<file path="src/rtl/i2c_master_byte_engine_core_defines.svh">
// ----------------------------------------------------------------------------
// I2C byte engine assertion macros
// Shared concurrent assertion wrappers, clocked on clk_i, off during reset.
// ----------------------------------------------------------------------------
`ifndef I2C_MASTER_BYTE_ENGINE_CORE_DEFINES_SVH
`define I2C_MASTER_BYTE_ENGINE_CORE_DEFINES_SVH

// Same-cycle implication.
`define I2CMBE_ASSERT(lbl, pre, post, msg) \
  lbl: assert property (@(posedge clk_i) disable iff (!rst_ni) (pre) |-> (post)) \
    else $error(msg);

// Next-cycle implication.
`define I2CMBE_ASSERT_NEXT(lbl, pre, post, msg) \
  lbl: assert property (@(posedge clk_i) disable iff (!rst_ni) (pre) |=> (post)) \
    else $error(msg);

`endif

</file>
<file path="src/rtl/i2cmbe_pkg.sv">
// ----------------------------------------------------------------------------
// I2C byte engine package
// Shared types, command codes and sizes.
// ----------------------------------------------------------------------------
package i2cmbe_pkg;

  localparam int unsigned CMD_W   = 3;
  localparam int unsigned BYTE_W  = 8;
  localparam int unsigned TICK_W  = 16;
  localparam int unsigned PHASE_W = 5;

  localparam logic [TICK_W-1:0] PHASE_TICKS_RST = 16'd50;

  // Command codes on the input channel
  localparam logic [CMD_W-1:0] CMD_TICK  = 3'd0;
  localparam logic [CMD_W-1:0] CMD_START = 3'd1;
  localparam logic [CMD_W-1:0] CMD_STOP  = 3'd2;
  localparam logic [CMD_W-1:0] CMD_WRITE = 3'd3;
  localparam logic [CMD_W-1:0] CMD_READ  = 3'd4;

  // Queue between front and back
  localparam int unsigned Q_DEPTH = 2;
  localparam int unsigned Q_PTR_W = $clog2(Q_DEPTH);
  localparam int unsigned Q_CNT_W = $clog2(Q_DEPTH + 1);

  // Active operation, one-hot
  typedef enum logic [4:0] {
    OP_IDLE  = 5'b00001,
    OP_START = 5'b00010,
    OP_STOP  = 5'b00100,
    OP_WRITE = 5'b01000,
    OP_READ  = 5'b10000
  } op_e;

  // Classified tick
  typedef struct packed {
    op_e               op;      // OP_IDLE: tick only
    logic              bad;     // undefined command code
    logic [BYTE_W-1:0] tx_byte;
    logic              send_ack;
    logic              sda_in;
  } item_t;

  typedef struct packed {
    logic  valid;
    item_t item;
  } q_xfer_t;

  typedef struct packed {
    logic              scl_level;
    logic              sda_level;
    logic              busy_res;
    logic              done_res;
    logic [BYTE_W-1:0] rx_byte;
    logic              ack_seen;
    logic              rejected;
  } res_t;

  // Phases per operation
  function automatic logic [PHASE_W-1:0] op_length(op_e op);
    logic [PHASE_W-1:0] len;
    case (op)
      OP_START: len = 5'd3;
      OP_STOP:  len = 5'd3;
      OP_WRITE: len = 5'd27;
      OP_READ:  len = 5'd20;
      default:  len = 5'd0;
    endcase
    return len;
  endfunction

endpackage

</file>
<file path="src/rtl/i2cmbe_in_if.sv">
// ----------------------------------------------------------------------------
// I2C byte engine input channel
// One tick per transfer: command, byte, ack choice and sampled SDA.
// ----------------------------------------------------------------------------
interface i2cmbe_in_if;
  logic                             valid;
  logic                             ready;
  logic [i2cmbe_pkg::CMD_W-1:0]     cmd;
  logic [i2cmbe_pkg::BYTE_W-1:0]    tx_byte;
  logic                             send_ack;
  logic                             sda_in;

  modport source (output valid, cmd, tx_byte, send_ack, sda_in, input ready);
  modport sink   (input valid, cmd, tx_byte, send_ack, sda_in, output ready);
endinterface

</file>
<file path="src/rtl/i2cmbe_out_if.sv">
// ----------------------------------------------------------------------------
// I2C byte engine result channel
// One result per tick: bus drives and status.
// ----------------------------------------------------------------------------
interface i2cmbe_out_if;
  logic                             valid;
  logic                             ready;
  logic                             scl_level;
  logic                             sda_level;
  logic                             busy_res;
  logic                             done_res;
  logic [i2cmbe_pkg::BYTE_W-1:0]    rx_byte;
  logic                             ack_seen;
  logic                             rejected;

  modport source (output valid, scl_level, sda_level, busy_res, done_res, rx_byte,
                  ack_seen, rejected, input ready);
  modport sink   (input valid, scl_level, sda_level, busy_res, done_res, rx_byte,
                  ack_seen, rejected, output ready);
endinterface

</file>
<file path="src/rtl/i2cmbe_cfg_if.sv">
// ----------------------------------------------------------------------------
// I2C byte engine configuration channel
// Write port for the phase length register.
// ----------------------------------------------------------------------------
interface i2cmbe_cfg_if;
  logic                             valid;
  logic                             ready;
  logic [i2cmbe_pkg::TICK_W-1:0]    data;

  modport source (output valid, data, input ready);
  modport sink   (input valid, data, output ready);
endinterface

</file>
<file path="src/rtl/i2cmbe_front.sv">
// ----------------------------------------------------------------------------
// I2C byte engine front end
// Takes ticks from the input channel, decodes the command code, pushes.
// ----------------------------------------------------------------------------
module i2cmbe_front (
  i2cmbe_in_if.sink             in_ch,
  output i2cmbe_pkg::q_xfer_t   push_o,
  input  logic                  push_ready_i
);

  i2cmbe_pkg::item_t item;

  always_comb begin
    item.tx_byte  = in_ch.tx_byte;
    item.send_ack = in_ch.send_ack;
    item.sda_in   = in_ch.sda_in;
    item.bad      = 1'b0;
    case (in_ch.cmd)
      i2cmbe_pkg::CMD_TICK:  item.op = i2cmbe_pkg::OP_IDLE;
      i2cmbe_pkg::CMD_START: item.op = i2cmbe_pkg::OP_START;
      i2cmbe_pkg::CMD_STOP:  item.op = i2cmbe_pkg::OP_STOP;
      i2cmbe_pkg::CMD_WRITE: item.op = i2cmbe_pkg::OP_WRITE;
      i2cmbe_pkg::CMD_READ:  item.op = i2cmbe_pkg::OP_READ;
      default: begin
        item.op  = i2cmbe_pkg::OP_IDLE;
        item.bad = 1'b1;
      end
    endcase
  end

  assign push_o.valid = in_ch.valid;
  assign push_o.item  = item;
  assign in_ch.ready  = push_ready_i;

endmodule

</file>
<file path="src/rtl/i2cmbe_queue.sv">
// ----------------------------------------------------------------------------
// I2C byte engine tick queue
// Small FIFO of decoded ticks between front and back.
// ----------------------------------------------------------------------------
`include "i2c_master_byte_engine_core_defines.svh"

module i2cmbe_queue (
  input  logic                  clk_i,
  input  logic                  rst_ni,
  input  i2cmbe_pkg::q_xfer_t   push_i,
  output logic                  push_ready_o,
  output i2cmbe_pkg::q_xfer_t   pop_o,
  input  logic                  pop_ready_i
);

  localparam logic [i2cmbe_pkg::Q_PTR_W-1:0] PtrLast =
    i2cmbe_pkg::Q_PTR_W'(i2cmbe_pkg::Q_DEPTH - 1);
  localparam logic [i2cmbe_pkg::Q_CNT_W-1:0] CntFull =
    i2cmbe_pkg::Q_CNT_W'(i2cmbe_pkg::Q_DEPTH);

  i2cmbe_pkg::item_t                   mem_q [i2cmbe_pkg::Q_DEPTH];
  logic [i2cmbe_pkg::Q_PTR_W-1:0]      wr_ptr_q, wr_ptr_d;
  logic [i2cmbe_pkg::Q_PTR_W-1:0]      rd_ptr_q, rd_ptr_d;
  logic [i2cmbe_pkg::Q_CNT_W-1:0]      cnt_q, cnt_d;
  logic                                do_push, do_pop;

  assign push_ready_o = (cnt_q != CntFull);
  assign do_push      = push_i.valid && push_ready_o;
  assign pop_o.valid  = (cnt_q != '0);
  assign pop_o.item   = mem_q[rd_ptr_q];
  assign do_pop       = pop_o.valid && pop_ready_i;

  always_comb begin
    wr_ptr_d = wr_ptr_q;
    rd_ptr_d = rd_ptr_q;
    cnt_d    = cnt_q;
    if (do_push) begin
      wr_ptr_d = (wr_ptr_q == PtrLast) ? '0 : wr_ptr_q + 1'b1;
    end
    if (do_pop) begin
      rd_ptr_d = (rd_ptr_q == PtrLast) ? '0 : rd_ptr_q + 1'b1;
    end
    if (do_push && !do_pop) begin
      cnt_d = cnt_q + 1'b1;
    end else if (!do_push && do_pop) begin
      cnt_d = cnt_q - 1'b1;
    end
  end

  always_ff @(posedge clk_i or negedge rst_ni) begin
    if (!rst_ni) begin
      wr_ptr_q <= '0;
      rd_ptr_q <= '0;
      cnt_q    <= '0;
    end else begin
      wr_ptr_q <= wr_ptr_d;
      rd_ptr_q <= rd_ptr_d;
      cnt_q    <= cnt_d;
    end
  end

  always_ff @(posedge clk_i) begin
    if (do_push) begin
      mem_q[wr_ptr_q] <= push_i.item;
    end
  end

  `I2CMBE_ASSERT(a_q_cnt_range, 1'b1, cnt_q <= CntFull, "queue count out of range")
  `I2CMBE_ASSERT(a_q_ptr_gap, cnt_q == '0 || cnt_q == CntFull, wr_ptr_q == rd_ptr_q,
                 "queue pointers disagree with count")
  `I2CMBE_ASSERT_NEXT(a_q_push_only, do_push && !do_pop, cnt_q == $past(cnt_q) + 1'b1,
                      "queue count missed a push")

endmodule

</file>
<file path="src/rtl/i2cmbe_back.sv">
// ----------------------------------------------------------------------------
// I2C byte engine sequencer
// Runs the bus phase sequencer one tick per item, registers the result.
// ----------------------------------------------------------------------------
`include "i2c_master_byte_engine_core_defines.svh"

module i2cmbe_back (
  input  logic                  clk_i,
  input  logic                  rst_ni,
  i2cmbe_cfg_if.sink            cfg_ch,
  input  i2cmbe_pkg::q_xfer_t   pop_i,
  output logic                  pop_ready_o,
  i2cmbe_out_if.source          out_ch
);

  typedef struct packed {
    logic                          scl;
    logic                          sda;
    logic [i2cmbe_pkg::BYTE_W-1:0] shift;
  } drive_t;

  // idx mod 3 for a 5-bit index: weights of 2^k mod 3 are 1,2,1,2,1
  function automatic logic [1:0] mod3(logic [i2cmbe_pkg::PHASE_W-1:0] idx);
    logic [2:0] s;
    logic [1:0] r;
    s = 3'(idx[0]) + 3'(idx[2]) + 3'(idx[4]) + {2'(idx[1]) + 2'(idx[3]), 1'b0};
    case (s)
      3'd0, 3'd3, 3'd6: r = 2'd0;
      3'd1, 3'd4, 3'd7: r = 2'd1;
      default:          r = 2'd2;
    endcase
    return r;
  endfunction

  // Drives applied as a phase begins
  function automatic drive_t phase_begin(i2cmbe_pkg::op_e op,
                                         logic [i2cmbe_pkg::PHASE_W-1:0] idx,
                                         drive_t cur, logic sack);
    drive_t d;
    d = cur;
    case (op)
      i2cmbe_pkg::OP_START: begin
        if (idx == 5'd0) begin
          d.sda = 1'b1;
          d.scl = 1'b1;
        end else if (idx == 5'd1) begin
          d.sda = 1'b0;
        end else begin
          d.scl = 1'b0;
        end
      end
      i2cmbe_pkg::OP_STOP: begin
        if (idx == 5'd0) begin
          d.sda = 1'b0;
          d.scl = 1'b0;
        end else if (idx == 5'd1) begin
          d.scl = 1'b1;
        end else begin
          d.sda = 1'b1;
        end
      end
      i2cmbe_pkg::OP_WRITE: begin
        if (idx < 5'd24) begin
          case (mod3(idx))
            2'd0: d.scl = 1'b0;
            2'd1: begin
              d.sda   = cur.shift[7];
              d.shift = {cur.shift[6:0], 1'b0};
            end
            default: d.scl = 1'b1;
          endcase
        end else if (idx == 5'd24) begin
          d.scl = 1'b0;
          d.sda = 1'b1;
        end else if (idx == 5'd25) begin
          d.scl = 1'b1;
        end else begin
          d.scl = 1'b0;
        end
      end
      i2cmbe_pkg::OP_READ: begin
        if (idx < 5'd16) begin
          if (idx == 5'd0) begin
            d.sda = 1'b1;
          end
          d.scl = idx[0];
        end else if (idx == 5'd16) begin
          d.scl = 1'b0;
        end else if (idx == 5'd17) begin
          d.sda = !sack;
        end else if (idx == 5'd18) begin
          d.scl = 1'b1;
        end else begin
          d.scl = 1'b0;
        end
      end
      default: d = cur;
    endcase
    return d;
  endfunction

  logic [i2cmbe_pkg::TICK_W-1:0]   phase_ticks_q;
  i2cmbe_pkg::op_e                 op_q, op_d;
  logic [i2cmbe_pkg::PHASE_W-1:0]  idx_q, idx_d;
  logic [i2cmbe_pkg::TICK_W-1:0]   tick_q, tick_d;
  logic [i2cmbe_pkg::BYTE_W-1:0]   shift_q, shift_d;
  logic                            ack_q, ack_d;
  logic                            scl_q, scl_d;
  logic                            sda_q, sda_d;
  logic                            sack_q, sack_d;
  logic [i2cmbe_pkg::BYTE_W-1:0]   rx_q, rx_d;
  i2cmbe_pkg::res_t                res_q, res_d;
  logic                            res_valid_q;
  logic                            step;

  assign cfg_ch.ready = 1'b1;
  assign pop_ready_o  = !res_valid_q || out_ch.ready;
  assign step         = pop_i.valid && pop_ready_o;

  always_comb begin
    drive_t                         drv;
    i2cmbe_pkg::item_t              it;
    logic                           start;
    logic [i2cmbe_pkg::TICK_W-1:0]  limit;
    logic [i2cmbe_pkg::TICK_W-1:0]  tc;
    logic [i2cmbe_pkg::PHASE_W-1:0] idx_n;

    it      = pop_i.item;
    op_d    = op_q;
    idx_d   = idx_q;
    tick_d  = tick_q;
    ack_d   = ack_q;
    sack_d  = sack_q;
    rx_d    = rx_q;
    drv     = '{scl: scl_q, sda: sda_q, shift: shift_q};
    res_d   = '0;
    limit   = (phase_ticks_q == '0) ? 16'd1 : phase_ticks_q;
    idx_n   = '0;

    start = !it.bad && (it.op != i2cmbe_pkg::OP_IDLE) && (op_q == i2cmbe_pkg::OP_IDLE);
    res_d.rejected = it.bad || ((it.op != i2cmbe_pkg::OP_IDLE) &&
                                (op_q != i2cmbe_pkg::OP_IDLE));

    if (start) begin
      op_d   = it.op;
      idx_d  = '0;
      tick_d = '0;
      if (it.op == i2cmbe_pkg::OP_WRITE) begin
        drv.shift = it.tx_byte;
      end
      if (it.op == i2cmbe_pkg::OP_READ) begin
        drv.shift = '0;
        sack_d    = it.send_ack;
      end
      drv = phase_begin(op_d, 5'd0, drv, sack_d);
    end

    res_d.busy_res  = (op_d != i2cmbe_pkg::OP_IDLE);
    res_d.scl_level = drv.scl;
    res_d.sda_level = drv.sda;

    tc = tick_d + 1'b1;
    if (res_d.busy_res) begin
      if (tc >= limit || tc == '0) begin
        // phase ends: sample on its last tick
        if (op_d == i2cmbe_pkg::OP_WRITE && idx_d == 5'd25) begin
          ack_d = it.sda_in;
        end
        if (op_d == i2cmbe_pkg::OP_READ) begin
          if (idx_d < 5'd16 && idx_d[0]) begin
            drv.shift = {drv.shift[6:0], it.sda_in};
          end
          if (idx_d == 5'd19) begin
            rx_d = drv.shift;
          end
        end
        idx_n  = idx_d + 1'b1;
        tick_d = '0;
        if (idx_n >= i2cmbe_pkg::op_length(op_d)) begin
          op_d           = i2cmbe_pkg::OP_IDLE;
          idx_d          = '0;
          res_d.done_res = 1'b1;
        end else begin
          idx_d = idx_n;
          drv   = phase_begin(op_d, idx_n, drv, sack_d);
        end
      end else begin
        tick_d = tc;
      end
    end

    scl_d          = drv.scl;
    sda_d          = drv.sda;
    shift_d        = drv.shift;
    res_d.rx_byte  = rx_d;
    res_d.ack_seen = ack_d;
  end

  always_ff @(posedge clk_i or negedge rst_ni) begin
    if (!rst_ni) begin
      phase_ticks_q <= i2cmbe_pkg::PHASE_TICKS_RST;
      op_q          <= i2cmbe_pkg::OP_IDLE;
      idx_q         <= '0;
      tick_q        <= '0;
      shift_q       <= '0;
      ack_q         <= 1'b0;
      scl_q         <= 1'b1;
      sda_q         <= 1'b1;
      sack_q        <= 1'b0;
      rx_q          <= '0;
      res_valid_q   <= 1'b0;
    end else begin
      if (cfg_ch.valid) begin
        phase_ticks_q <= cfg_ch.data;
      end
      if (step) begin
        op_q    <= op_d;
        idx_q   <= idx_d;
        tick_q  <= tick_d;
        shift_q <= shift_d;
        ack_q   <= ack_d;
        scl_q   <= scl_d;
        sda_q   <= sda_d;
        sack_q  <= sack_d;
        rx_q    <= rx_d;
      end
      if (step) begin
        res_valid_q <= 1'b1;
      end else if (out_ch.ready) begin
        res_valid_q <= 1'b0;
      end
    end
  end

  always_ff @(posedge clk_i) begin
    if (step) begin
      res_q <= res_d;
    end
  end

  assign out_ch.valid     = res_valid_q;
  assign out_ch.scl_level = res_q.scl_level;
  assign out_ch.sda_level = res_q.sda_level;
  assign out_ch.busy_res  = res_q.busy_res;
  assign out_ch.done_res  = res_q.done_res;
  assign out_ch.rx_byte   = res_q.rx_byte;
  assign out_ch.ack_seen  = res_q.ack_seen;
  assign out_ch.rejected  = res_q.rejected;

  `I2CMBE_ASSERT(a_op_onehot, 1'b1, $onehot(op_q), "active operation not one-hot")
  `I2CMBE_ASSERT(a_idle_clear, op_q == i2cmbe_pkg::OP_IDLE,
                 idx_q == '0 && tick_q == '0, "phase counters not clear while idle")
  `I2CMBE_ASSERT(a_idx_bound, op_q != i2cmbe_pkg::OP_IDLE,
                 idx_q < i2cmbe_pkg::op_length(op_q), "phase index past operation end")
  `I2CMBE_ASSERT(a_done_busy, res_valid_q && res_q.done_res, res_q.busy_res,
                 "done reported on an idle tick")

endmodule

</file>
<file path="src/rtl/i2c_master_byte_engine_core.sv">
// ----------------------------------------------------------------------------
// I2C master byte engine
// Byte-level I2C master: start, stop, write and read byte as bus phases.
// ----------------------------------------------------------------------------
//
//  Channel  Dir  Payload                                         Per transfer
//  -------  ---  ----------------------------------------------  -------------------
//  cfg_ch   in   data[15:0] ticks per bus phase                  phase length write
//  in_ch    in   cmd, tx_byte, send_ack, sda_in                  one bus tick
//  out_ch   out  scl_level, sda_level, busy_res, done_res,
//                rx_byte, ack_seen, rejected                     one result per tick
//
//  One tick is taken per clock cycle while the queue has room; each tick gives
//  exactly one result. The sequencer step (phase counter add and compare, phase
//  decode) is combinational; a tick passes the queue, then the result register.
//  Reset: phase length 50, SCL and SDA released, no operation active.
//  A 2-entry queue sits between decode and sequencer, and the result register
//  is refilled in the cycle it drains, so a stalled result side blocks input
//  only once the queue is full.
//
module i2c_master_byte_engine_core (
  input  logic          clk_i,
  input  logic          rst_ni,
  i2cmbe_cfg_if.sink    cfg_ch,
  i2cmbe_in_if.sink     in_ch,
  i2cmbe_out_if.source  out_ch
);

  // Decoded ticks into the queue
  i2cmbe_pkg::q_xfer_t push;
  logic                push_ready;

  // Queue head toward the sequencer
  i2cmbe_pkg::q_xfer_t pop;
  logic                pop_ready;

  // Front: decode the command code, flag undefined codes
  i2cmbe_front u_front (
    .in_ch        (in_ch),
    .push_o       (push),
    .push_ready_i (push_ready)
  );

  // Tick queue: lets front and sequencer stall independently
  i2cmbe_queue u_queue (
    .clk_i        (clk_i),
    .rst_ni       (rst_ni),
    .push_i       (push),
    .push_ready_o (push_ready),
    .pop_o        (pop),
    .pop_ready_i  (pop_ready)
  );

  // Back: phase sequencer, bit shifter, sampling and result register
  i2cmbe_back u_back (
    .clk_i       (clk_i),
    .rst_ni      (rst_ni),
    .cfg_ch      (cfg_ch),
    .pop_i       (pop),
    .pop_ready_o (pop_ready),
    .out_ch      (out_ch)
  );

endmodule

</file>
<file path="src/flat_wrapper.sv">
// flat-port wrapper written by rule: the top's interface ports become plain ports
module i2c_master_byte_engine_core_flat 
  (clk_i, rst_ni, cfg_ch_valid, cfg_ch_data, cfg_ch_ready, in_ch_valid, in_ch_cmd, in_ch_tx_byte, in_ch_send_ack, in_ch_sda_in, in_ch_ready, out_ch_valid, out_ch_scl_level, out_ch_sda_level, out_ch_busy_res, out_ch_done_res, out_ch_rx_byte, out_ch_ack_seen, out_ch_rejected, out_ch_ready);
  i2cmbe_cfg_if cfg_ch_i ();
  i2cmbe_in_if in_ch_i ();
  i2cmbe_out_if out_ch_i ();
  input  logic clk_i;
  input  logic rst_ni;
  input wire logic [$bits(cfg_ch_i.valid)-1:0] cfg_ch_valid;
  input wire logic [$bits(cfg_ch_i.data)-1:0] cfg_ch_data;
  output wire logic [$bits(cfg_ch_i.ready)-1:0] cfg_ch_ready;
  input wire logic [$bits(in_ch_i.valid)-1:0] in_ch_valid;
  input wire logic [$bits(in_ch_i.cmd)-1:0] in_ch_cmd;
  input wire logic [$bits(in_ch_i.tx_byte)-1:0] in_ch_tx_byte;
  input wire logic [$bits(in_ch_i.send_ack)-1:0] in_ch_send_ack;
  input wire logic [$bits(in_ch_i.sda_in)-1:0] in_ch_sda_in;
  output wire logic [$bits(in_ch_i.ready)-1:0] in_ch_ready;
  output wire logic [$bits(out_ch_i.valid)-1:0] out_ch_valid;
  output wire logic [$bits(out_ch_i.scl_level)-1:0] out_ch_scl_level;
  output wire logic [$bits(out_ch_i.sda_level)-1:0] out_ch_sda_level;
  output wire logic [$bits(out_ch_i.busy_res)-1:0] out_ch_busy_res;
  output wire logic [$bits(out_ch_i.done_res)-1:0] out_ch_done_res;
  output wire logic [$bits(out_ch_i.rx_byte)-1:0] out_ch_rx_byte;
  output wire logic [$bits(out_ch_i.ack_seen)-1:0] out_ch_ack_seen;
  output wire logic [$bits(out_ch_i.rejected)-1:0] out_ch_rejected;
  input wire logic [$bits(out_ch_i.ready)-1:0] out_ch_ready;
  assign cfg_ch_i.valid = cfg_ch_valid;
  assign cfg_ch_i.data = cfg_ch_data;
  assign cfg_ch_ready = cfg_ch_i.ready;
  assign in_ch_i.valid = in_ch_valid;
  assign in_ch_i.cmd = in_ch_cmd;
  assign in_ch_i.tx_byte = in_ch_tx_byte;
  assign in_ch_i.send_ack = in_ch_send_ack;
  assign in_ch_i.sda_in = in_ch_sda_in;
  assign in_ch_ready = in_ch_i.ready;
  assign out_ch_valid = out_ch_i.valid;
  assign out_ch_scl_level = out_ch_i.scl_level;
  assign out_ch_sda_level = out_ch_i.sda_level;
  assign out_ch_busy_res = out_ch_i.busy_res;
  assign out_ch_done_res = out_ch_i.done_res;
  assign out_ch_rx_byte = out_ch_i.rx_byte;
  assign out_ch_ack_seen = out_ch_i.ack_seen;
  assign out_ch_rejected = out_ch_i.rejected;
  assign out_ch_i.ready = out_ch_ready;
  i2c_master_byte_engine_core u_core (.clk_i(clk_i), .rst_ni(rst_ni), .cfg_ch(cfg_ch_i), .in_ch(in_ch_i), .out_ch(out_ch_i));
endmodule
</file>
<file path="config.mk">
export PLATFORM = sky130hd
export DESIGN_NAME = i2c_master_byte_engine_core_flat
export DESIGN_NICKNAME = d
export VERILOG_FILES = /design/src/rtl/i2cmbe_pkg.sv /design/src/rtl/i2cmbe_in_if.sv /design/src/rtl/i2cmbe_out_if.sv /design/src/rtl/i2cmbe_cfg_if.sv /design/src/rtl/i2cmbe_front.sv /design/src/rtl/i2cmbe_queue.sv /design/src/rtl/i2cmbe_back.sv /design/src/rtl/i2c_master_byte_engine_core.sv /design/src/flat_wrapper.sv
export VERILOG_INCLUDE_DIRS = /design/src /design/src/rtl
export SDC_FILE = /design/constraint.sdc
export NUM_CORES = 1
export LEC_CHECK = 0
export BUFFER_PORTS_ARGS = -buffer_cell sky130_fd_sc_hd__buf_2
export CORE_MARGIN = 4
export CORE_UTILIZATION = 61
export DETAILED_ROUTE_END_ITERATION = 6
export GPL_ROUTABILITY_DRIVEN = 0
export GPL_TIMING_DRIVEN = 1
export PLACE_DENSITY = 0.83
export RECOVER_POWER = 25
export SYNTH_ARGS = -nofsm -noshare
export SYNTH_HDL_FRONTEND = slang
export SYNTH_SLANG_ARGS = --single-unit
</file>
<file path="constraint.sdc">
create_clock -name clk_i -period 6.9 [get_ports clk_i]
set_input_delay 1.38 -clock clk_i [delete_from_list [all_inputs] [get_ports clk_i]]
set_output_delay 1.38 -clock clk_i [all_outputs]
set_load 0.1 [all_outputs]
</file>
# Word level (Yosys, flattened, before mapping)

Memories as Yosys holds them, arrays and structs flattened.
Cells that the tools add are included.

Bits in registers: 81
Bits in writable memories: 32
Input port bits: 34
Output and inout bits: 17
Logic and storage cells: 178
Memories: 1

Memory list:

| name                 | depth | bits a word | read ports | clocked after Yosys merged registers in | wr ports | line               | RTL |
|---|---|---|---|---|---|---|---|
| u_core.u_queue.mem_q | 2     | 16          | 1          | 0                                       | 1        | i2cmbe_queue.sv:21 | `i2cmbe_pkg::item_t mem_q [i2cmbe_pkg::Q_DEPTH];` |

$add $sub $neg: 10
$lt $le $gt $ge: 5
Eq/ne operators: 32
Muxes and demuxes: 77
Reductions and logical operators: 32

Operators by type and width:

| operator              | number |
|---|---|
| $mux 8                | 11 |
| $mux 16               | 4 |
| $mux 5                | 10 |
| $eq 5x5->1 const B    | 9 |
| $mux 10               | 4 |
| $logic_not 16->1      | 2 |
| $mux 1                | 26 |
| $mux 2                | 13 |
| $pmux 5 s4            | 1 |
| $mux 9                | 2 |
| $add 16x1->16 const B | 1 |
| $ge 16x16->1          | 1 |
| $pmux 2 s4            | 2 |
| $lt 5x5->1 const B    | 3 |
| $ne 5x1->1 const B    | 3 |
| $pmux 5 s3            | 1 |
| $eq 3x3->1 const B    | 4 |
| $eq 5x1->1 const B    | 2 |
| $eq 5x2->1 const B    | 2 |
| $eq 5x3->1 const B    | 2 |
| $eq 5x4->1 const B    | 2 |
| $eq 3x2->1 const B    | 3 |
| $logic_and 1x1->1     | 9 |
| $eq 3x1->1 const B    | 2 |
| 22 further kinds      | 37 |

# Logic depth before layout (Yosys ltp)

Gate-level depths: netlist of run 1.
An unclocked memory read counts as a cell.

Depth in word-level cells: 24
Depth in mapped cells: 23
Gate-level depth less buffers: 19

# Hierarchy

Synthesis of run 1 repeated with hierarchy kept, for this count alone.

Cell total of the unflattened synthesis: 706
Area total of the unflattened synthesis: 7059.3 µm²

By module, submodules not included:

| module       | instances | cells each | area each (µm²) | sequential area each (µm²) |
|---|---|---|---|---|
| i2cmbe_back  | 1         | 619        | 5512.8          | 2004.4 |
| i2cmbe_queue | 1         | 68         | 1402.6          | 1061.0 |
| i2cmbe_front | 1         | 19         | 143.9           | 0.0 |

# Least setup slack after synthesis of run 1

OpenSTA, ideal clock, no wires.

Path type: register -> register
Start: memory u_core.u_queue.mem_q[1][12] (netlist bit)
End: register u_core.u_back.res_q (netlist bit u_core.u_back.out_ch.ack_seen), data pin
Setup time: 0.260 ns
Arrival: 4.655 ns
Data required time: 6.640 ns
Setup slack: 1.985 ns
Cell stages (with the launch flop): 22
Buffers on the path: 3
Clock period less this slack: 4.915 ns
Cells stage by stage: edfxtp_1 > nor4b_1 > o22ai_1 > nand2_1 > clkbuf_1 > and2_1 > ha_1 > and3_1 > clkbuf_1 > nand3_1 > or3_1 > a21oi_1 > ha_1 > nand4_1 > nor3_1 > o21ai_0 > a31oi_1 > o31ai_1 > a21oi_4 > buf_4 > nand4_1 > mux2_2

Word-level cells in the longest chain between the ends: 10
Elaborated cells on any way between the ends: 18
Those cells by class: 1 x add/sub; 1 x order compare; 4 x eq/ne; 6 x mux; 5 x reduce/logical; 1 x memory

Ends and longest elaborated chain:

| item                                       | line                                   | RTL |
|---|---|---|
| start: declaration                         | i2cmbe_queue.sv:21                     |  |
| $mem_v2 2x16 (*)                           | --                                     |  |
| $ne 5x1->1                                 | i2cmbe_back.sv:140                     | `start = !it.bad && (it.op != i2cmbe_pkg::OP_IDLE) && (op_q == i2cmbe_pkg::OP_IDLE);` |
| $logic_and 1x1->1 (2 in series)            | i2cmbe_back.sv:140                     |  |
| $mux 16 or $mux 5 (tied branches)          | i2cmbe_back.sv:144                     | `if (start) begin` |
| $add 16x1->16 (tied with other cells)      | i2cmbe_back.sv:162                     | `tc = tick_d + 1'b1;` |
| $ge 16x16->1 (tied with other cells)       | i2cmbe_back.sv:164                     | `if (tc >= limit \|\| tc == '0) begin` |
| $logic_or 1x1->1 or $mux 1 (tied branches) | i2cmbe_back.sv:164, i2cmbe_back.sv:166 |  |
| $mux 1                                     | i2cmbe_back.sv:164                     |  |
| $mux 1 (*)                                 | i2cmbe_back.sv:163                     | `if (res_d.busy_res) begin` |
| net u_core.u_back.ack_d                    | i2cmbe_back.sv:107                     | `logic ack_q, ack_d;` |
| end signal: assignment                     | i2cmbe_back.sv:237                     | `res_q <= res_d;` |
| end: declaration                           | i2cmbe_back.sv:112                     | `i2cmbe_pkg::res_t res_q, res_d;` |

Mark *: on every way through the listed nets, which the timed path passes. The rest lies on a longest branch.
A chain may end at the register's enable or synchronous reset.

==> summary.txt, run 1 <==
Io pins - 51
# port buffers - 49
Main combinational cell family by area after synthesis - simple AND/OR/NAND/NOR gates
Antenna cells - 0
VDD IR max - 0.000394 V
CTS root buffer - clkbuf_16
Clock tree sinks - 113
Syn. warnings - 0
Die Area - 13000 sq um
Slowest-stage cell, CP - dfrtp_1
Mapped cell area - 6880 sq um
Antenna Nets Post-Route - 0
Final wirelength - 16400 microns
Htree depth - 4
Setup violators final - 0
Worst Hold Class - reg -> reg
Fin Hold WS - 0.482 ns
CTS Buf Count - 17
Resize count post-CTS - 0
Max Cap Viol - 1
FP Rows - 38
Starting Density - 0.629
DPL Wire Length - 11300 microns
Number of synthesized flops with an enable pin - 46
DP Worst Slack - 1.19 ns
Yosys cell types - 73
Leak pwr - 3.32 nW
Final hold vios - 0
Synthesized flop and latch total - 113
Violated checks - DRC, capacitance limit, slew limit
Setup WS post-layout - 1.08 ns
Simple-Gate Fraction of Synth Area - 0.191
Post-Synth XOR/XNOR Area - 0.0344
Critical Path Start Type - flip-flop
Net Count, Synth - 785
Fin crit share - 0.844
First-pass GRT wire length - 27600 microns
Worst R2R Start - u_core.u_queue.rd_ptr_q
Worst-Margin Slew - 3.60 ns
Vias per cell - 6.38
Post-synthesis compound-gate area fraction - 0.173
Hold Startpoint - u_core.u_back.sda_q
CTS tree - built
Commonest non-fill, non-tap cell in the layout - nor2_1
Vias in the first global route - 5607
Die width - 114 microns
Setup TNS - 0 ns
R2r setup slk - 1.08 ns
Initial antenna violation count - 0
Largest net degree at the start of global routing - 68
Syn_area_per_cell - 9.52 sq um
Final worst path period need - 5.82 ns
R2r endpoint - u_core.u_back.out_ch.rx_byte[7]
Total core area - 10900 sq um
DRC Markers - 1
Hold Crit Depth - 2
Post-CTS Setup Bufs - 0
Clk_skew - 0.00778 ns
Slew HR - -1.40
Via count - 5835
WL/cell - 17.9 microns
WP data required - 7.06 ns
Area Overhead vs Synth - 12.6%
Final net count - 823
Most frequent cells in the layout - nor2_1 (77), nand2_1 (73), dfrtp_1 (61), o21ai_0 (56), edfxtp_1 (46)
Layout cells sized above 1 - 0.142
Worst-case clock buffer depth - 2
CP Cell Sequence - buf_4 -> nor4_2 -> o22ai_1 -> nand2_1 -> and2_1 -> ha_1 -> nand3_1 -> nor4_1 -> xnor2_1 -> nor2_1 -> ha_1 -> nand4_1 -> nor3_1 -> o21ai_0 -> a31oi_1 -> nor3_1 -> a21oi_4 -> nand2_1 -> mux2_2
Post-synth ARST share - 0.593
Post-Synth Adder-Cell Area - 0.0545
Initial DRC Count - 692
Syn Inst Count - 723
Hold buffer count at CTS - 0
Reg2Reg Depth - 19
Setup CP Type - reg -> reg
Outcome - complete, but fails checks
Clk_lat worst skew - 0.41 ns
Top FF cell, synth - dfrtp_1
Max incr delay on CP - 0.48 ns
Die height - 114 microns
Remaining global-route overflow - 0
CP Capture Type - flip-flop
First-pass iteration count of the detailed router - 7
Highest clock rate - 172 MHz
Slew Viols, Final - 68
Mux cell area share after synthesis - 0.0609
RSZ-0062 raised after global routing - no
PwrDens - 428 nW/um^2
Clock-pin slew on the worst setup and hold paths - 0.05 ns
Crit path DAT - 5.98 ns
Register area share after synthesis - 0.445
CP Max Fanout - 23
Total track usage - 0.265
Hold EP - u_core.u_back.sda_q
cell families after synthesis:
kind of cell | Yosys count
compound gates | 181
simple gates | 264
mux | 40
other cells | 1
buf+inv | 68
xor+xnor | 27
flops | 113
fa+ha+maj | 29
cell type report:
type | instances | area [sq um]
Multi-Input combinational cell | 542 | 3540
Fill cell | 789 | 3180
Sequential cell | 113 | 3070
Clock buffer | 19 | 433
Timing Repair Buffer | 56 | 278
Tap cell | 140 | 175
Clock inverter | 13 | 140
Inverter | 31 | 116
cells in the mapped netlist (3+ instances only):
cell	instances	share of area
nor2_1	78	0.043
nand2_1	73	0.040
dfrtp_1	61	0.22
o21ai_0	56	0.041
edfxtp_1	46	0.20
a21oi_1	33	0.024
inv_1	31	0.017
mux2i_1	28	0.041
clkbuf_1	27	0.015
ha_1	26	0.047
nor3_1	19	0.014
nand3_1	16	0.012
xnor2_1	14	0.018
xor2_1	13	0.017
a22o_1	11	0.014
a31oi_1	11	0.010
mux2_2	11	0.018
nand4_1	11	0.010
a211oi_1	10	0.011
and3_1	10	0.0091
nor4_1	10	0.0091
a21o_1	9	0.0098
and2_1	7	0.0064
nand2b_1	7	0.0064
dfstp_2	6	0.023
o31ai_1	6	0.0065
nor3b_1	5	0.0055
a221o_1	4	0.0058
buf_2	4	0.0029
buf_4	4	0.0044
or2_2	4	0.0036
or3_1	4	0.0036
a211o_1	3	0.0038
and3b_1	3	0.0038
o211ai_1	3	0.0033
o21a_1	3	0.0033
o21ai_1	3	0.0022
o221ai_1	3	0.0038
o22a_1	3	0.0038
o22ai_1	3	0.0027
o2bb2ai_1	3	0.0038
per-stage QoR:
| step | util | area, sq um | cells | total power, mW |
|---|---|---|---|---|
| finish | 0.709 | 7750 | 914 | 3.32 |
| global placement | 0.658 | 7200 | 882 | 2.39 |
| floorplan | - | 6880 | 723 | 2.13 |
| detailed placement | 0.658 | 7200 | 882 | 2.44 |
| CTS | 0.711 | 7770 | 914 | 3.30 |
| global route | 0.709 | 7750 | 914 | 3.51 |
worst max-delay path: cells and delay by family, from the launching register on:
family | cells | cell delay, ns
adder cells (fa/ha/maj) | 2 | 0.58
AND/OR/NAND/NOR | 10 | 2.62
multiplexers | 1 | 0.38
buffers and inverters | 1 | 0.28
XOR/XNOR | 1 | 0.23
flip-flops | 1 | 0.48
AO/OA/AOI/OAI | 4 | 0.99
power by group:
| group | internal (mW) | leakage [nW] | switching [mW] |
|---|---|---|---|
| logic | 0.468 | 1.79 | 0.988 |
| clock network | 0.530 | 0.271 | 0.308 |
| registers | 0.876 | 1.25 | 0.148 |
| total | 1.87 | 3.32 | 1.44 |
worst max-delay path by stage:
| stage | startpoint | endpoint | slack, ns | cells after the start |
|---|---|---|---|---|
| after floorplan | u_core.u_queue.mem_q[1][12] | u_core.u_back.out_ch.ack_seen | 1.99 | 21 |
| after global placement | u_core.u_queue.rd_ptr_q | u_core.u_back.out_ch.rx_byte[7] | 1.50 | 19 |
| after detailed placement | u_core.u_queue.rd_ptr_q | u_core.u_back.out_ch.rx_byte[7] | 1.19 | 19 |
| after CTS | u_core.u_queue.rd_ptr_q | u_core.u_back.out_ch.rx_byte[7] | 1.14 | 19 |
| after global routing | u_core.u_queue.rd_ptr_q | u_core.u_back.out_ch.rx_byte[7] | 0.54 | 19 |
| final | u_core.u_queue.rd_ptr_q | u_core.u_back.out_ch.rx_byte[7] | 1.08 | 19 |
state kept, by name, indices dropped and copies added, names as in the netlist:
| register | flops |
|---|---|
| u_core.u_back.ack_q | 1 |
| u_core.u_back.idx_q | 5 |
| u_core.u_back.op_q | 5 |
| u_core.u_back.out_ch.ack_seen | 1 |
| u_core.u_back.out_ch.busy_res | 1 |
| u_core.u_back.out_ch.done_res | 1 |
| u_core.u_back.out_ch.rejected | 1 |
| u_core.u_back.out_ch.rx_byte | 8 |
| u_core.u_back.out_ch.scl_level | 1 |
| u_core.u_back.out_ch.sda_level | 1 |
| u_core.u_back.out_ch.valid | 1 |
| u_core.u_back.phase_ticks_q | 16 |
| u_core.u_back.rx_q | 8 |
| u_core.u_back.sack_q | 1 |
| u_core.u_back.scl_q | 1 |
| u_core.u_back.sda_q | 1 |
| u_core.u_back.shift_q | 8 |
| u_core.u_back.tick_q | 16 |
| u_core.u_queue.cnt_q | 2 |
| u_core.u_queue.mem_q | 32 |
| u_core.u_queue.rd_ptr_q | 1 |
| u_core.u_queue.wr_ptr_q | 1 |
per-layer routing:
layer / wire length [microns] / track usage
met2: 7460 / 0.404
met4: 345 / 0.0950
met1: 7050 / 0.374
met5: 0 / 0
met3: 1540 / 0.0592
Power figures use the tool's default switching activity.
==> run 2: changes to the inputs <==
clock period = 5.5 ns   (was 6.9 ns; I/O delays follow)
==> run 2 against run 1 <==
The flow finishes with violations (capacitance limit, slew limit). Hold slack lost 0.0020 ns. Wire length is 2.7% higher. Critical endpoint is now u_core.u_back.tick_q[10]. Count of clock-buffer cells in the layout shrank 1. Maximum frequency up 15%. First-iteration DRC count is 3.0% lower. Critical path depth stayed put. Largest cell class unchanged.
==> summary.txt, run 2 (synthesis results as in run 1) <==
CTS Buf Count - 17 (unchanged)
Final worst path period need - 5.08 ns (was 5.82 ns)
Fin crit share - 0.923 (was 0.844)
Reg2Reg Depth - 19 (unchanged)
Initial antenna violation count - 0 (unchanged)
Max incr delay on CP - 0.55 ns (was 0.48 ns)
Remaining global-route overflow - 0 (unchanged)
R2r setup slk - 0.42 ns (was 1.08 ns)
DRC Markers - 0 (was 1)
Outcome - complete, but fails checks (unchanged)
Worst R2R Start - u_core.u_queue.rd_ptr_q (unchanged)
Fin Hold WS - 0.480 ns (was 0.482 ns)
Max Cap Viol - 1 (unchanged)
Worst setup startpoint - u_core.u_queue.rd_ptr_q (unchanged)
Slowest-stage cell, CP - dfrtp_1 (unchanged)
Highest clock rate - 197 MHz (was 172 MHz)
P_sw - 1.84 mW (was 1.44 mW)
# port buffers - 49 (unchanged)
Final hold vios - 0 (unchanged)
Post-Layout Cell Count - 924 (was 914)
Clock-pin slew on the worst setup and hold paths - 0.05 ns (about the same)
Final net count - 833 (was 823)
Vias in the first global route - 5624 (was 5607)
Io pins - 51 (unchanged)
CP Capture Type - flip-flop (unchanged)
Worst-Margin Slew - 3.69 ns (was 3.60 ns)
Total track usage - 0.268 (was 0.265)
Die height - 114 microns (unchanged)
Htree depth - 4 (unchanged)
CP Cell Sequence - nor4b_2 -> o22ai_1 -> nand2_1 -> and2_1 -> ha_1 -> and3_1 -> nand3_1 -> o21ai_0 -> a21oi_1 -> ha_1 -> a21o_1 -> a21o_1 -> a21oi_1 -> o21ai_0 -> o31ai_1 -> a21oi_4 -> buf_4 -> nor2_1 -> a22o_1 (was buf_4 -> nor4_2 -> o22ai_1 -> nand2_1 -> and2_1 -> ha_1 -> nand3_1 -> nor4_1 -> xnor2_1 -> nor2_1 -> ha_1 -> nand4_1 -> nor3_1 -> o21ai_0 -> a31oi_1 -> nor3_1 -> a21oi_4 -> nand2_1 -> mux2_2)
Starting Density - 0.629 (unchanged)
Antenna Nets Post-Route - 0 (unchanged)
Worst-case clock buffer depth - 2 (unchanged)
CTS root buffer - clkbuf_16 (unchanged)
Leak pwr - 3.38 nW (was 3.32 nW)
Final wirelength - 16800 microns (was 16400 microns)
Vias per cell - 6.43 (was 6.38)
Combinational share of power - 0.444 (was 0.439)
Initial DRC Count - 671 (was 692)
VDD IR max - 0.000458 V (was 0.000394 V)
Worst Hold Class - reg -> reg (unchanged)
Setup CP Type - reg -> reg (unchanged)
WL/cell - 18.2 microns (was 17.9 microns)
DP Cell Count - 890 (was 882)
Sequential group share of total power - 0.305 (was 0.309)
Critical path capture point - u_core.u_back.tick_q[10] (was u_core.u_back.out_ch.rx_byte[7])
Setup violators final - 0 (unchanged)
First-pass GRT wire length - 27800 microns (was 27600 microns)
Largest net degree at the start of global routing - 68 (unchanged)
CTS tree - built (unchanged)
Switch share - 0.435 (about the same)
First-pass iteration count of the detailed router - 7 (unchanged)
FP Rows - 38 (unchanged)
RSZ-0062 raised after global routing - no (unchanged)
DPL Wire Length - 11500 microns (was 11300 microns)
Antenna cells - 0 (unchanged)
Area Overhead vs Synth - 14.2% (was 12.6%)
Clock power frac - 0.250 (was 0.252)
PwrDens - 537 nW/um^2 (was 428 nW/um^2)
Commonest non-fill, non-tap cell in the layout - nor2_1 (unchanged)
WP data required - 5.84 ns (was 7.06 ns)
Crit path DAT - 5.42 ns (was 5.98 ns)
Max reg flops - 32 (unchanged)
Biggest regs - u_core.u_queue.mem_q (32), u_core.u_back.phase_ticks_q (16), u_core.u_back.tick_q (16) (unchanged)
Largest register by flop count - u_core.u_queue.mem_q (unchanged)
CP Max Fanout - 10 (was 23)
Die Area - 13000 sq um (unchanged)
Layout cells sized above 1 - 0.159 (was 0.142)
Via count - 5944 (was 5835)
R2r endpoint - u_core.u_back.tick_q[10] (was u_core.u_back.out_ch.rx_byte[7])
Clk_lat worst skew - 0.41 ns (about the same)
Die width - 114 microns (unchanged)
Critical Path Start Type - flip-flop (unchanged)
Slew HR - -1.46 (was -1.40)
Most frequent cells in the layout - nor2_1 (77), nand2_1 (72), dfrtp_1 (61), o21ai_0 (56), edfxtp_1 (46) (was nor2_1 (77), nand2_1 (73), dfrtp_1 (61), o21ai_0 (56), edfxtp_1 (46))
Pint - 2.39 mW (was 1.87 mW)
Clk_skew - 0.00824 ns (was 0.00778 ns)
Setup TNS - 0 ns (unchanged)
Slew Viols, Final - 68 (unchanged)
Total core area - 10900 sq um (unchanged)
Fill count - 747 (was 789)
Violated checks - capacitance limit, slew limit (was DRC, capacitance limit, slew limit)
Clock tree sinks - 113 (unchanged)
==> run 2: worst max-delay path, delay by kind of cell (launching register included) <==
family	cells	cell delay, ns
compound gates	10	1.95
fa+ha+maj	2	0.50
buf+inv	1	0.17
flops	1	0.55
simple gates	6	1.83
==> run 2: power groups by stage <==
stage	Clock [mW]	Combinational (mW)	Sequential, mW
floorplan	0	1.21	1.46
global placement	0	1.75	1.27
detailed placement	0	1.82	1.29
CTS	1.06	1.85	1.28
global route	1.11	2.03	1.31
finish	1.06	1.88	1.29
==> run 2: metal layers <==
metal	vias to the layer above	routed length, microns	part of all wire	global-route usage
li1	2752	-	-	-
met1	2784	7110	0.42	0.372
met2	357	7790	0.46	0.410
met3	51	1480	0.088	0.0587
met4	0	459	0.027	0.108
met5	-	0	0	0
==> run 2: how the worst min path moves through the flow <==
| stage | from | end | slack, ns | depth (start not counted) |
|---|---|---|---|---|
| finish | u_core.u_back.sda_q | u_core.u_back.sda_q | 0.48 | 2 |
| global route | u_core.u_back.rx_q[7] | u_core.u_back.rx_q[7] | 0.52 | 1 |
| CTS | u_core.u_back.sda_q | u_core.u_back.sda_q | 0.49 | 2 |
| detailed placement | u_core.u_back.sda_q | u_core.u_back.sda_q | 0.47 | 2 |
| global placement | u_core.u_back.rx_q[1] | u_core.u_back.rx_q[1] | 0.46 | 2 |
| floorplan | u_core.u_back.sack_q | u_core.u_back.sack_q | 0.44 | 2 |
==> run 2: timing repair <==
item / CTS / global route
buffers inserted: 0 / 2
endpoints found under the hold margin: 0 / 0
resized for setup: 0 / 4
hold buffers: 0 / 0
setup endpoints to repair: 0 / 43
==> run 2: cell type report <==
type                            instances  area, sq um  share of cell area
Timing Repair Buffer                   66          369              0.0470
Inverter                               31          116              0.0148
Tap cell                              140          175              0.0223
Sequential cell                       113         3070               0.390
Clock buffer                           18          429              0.0546
Multi-Input combinational cell        542         3560               0.453
Clock inverter                         14          141              0.0180
==> run 2: metrics by stage <==
stage / instance area [sq um] / power [mW] / utilization / setup slack (ns)
finish: 7860 / 4.22 / 0.718 / 0.423
floorplan: 6880 / 2.67 / - / 0.585
CTS: 7830 / 4.19 / 0.716 / 0.0910
global route: 7860 / 4.45 / 0.718 / 0.0503
detailed placement: 7260 / 3.11 / 0.664 / 0.207
global placement: 7260 / 3.03 / 0.664 / 0.479
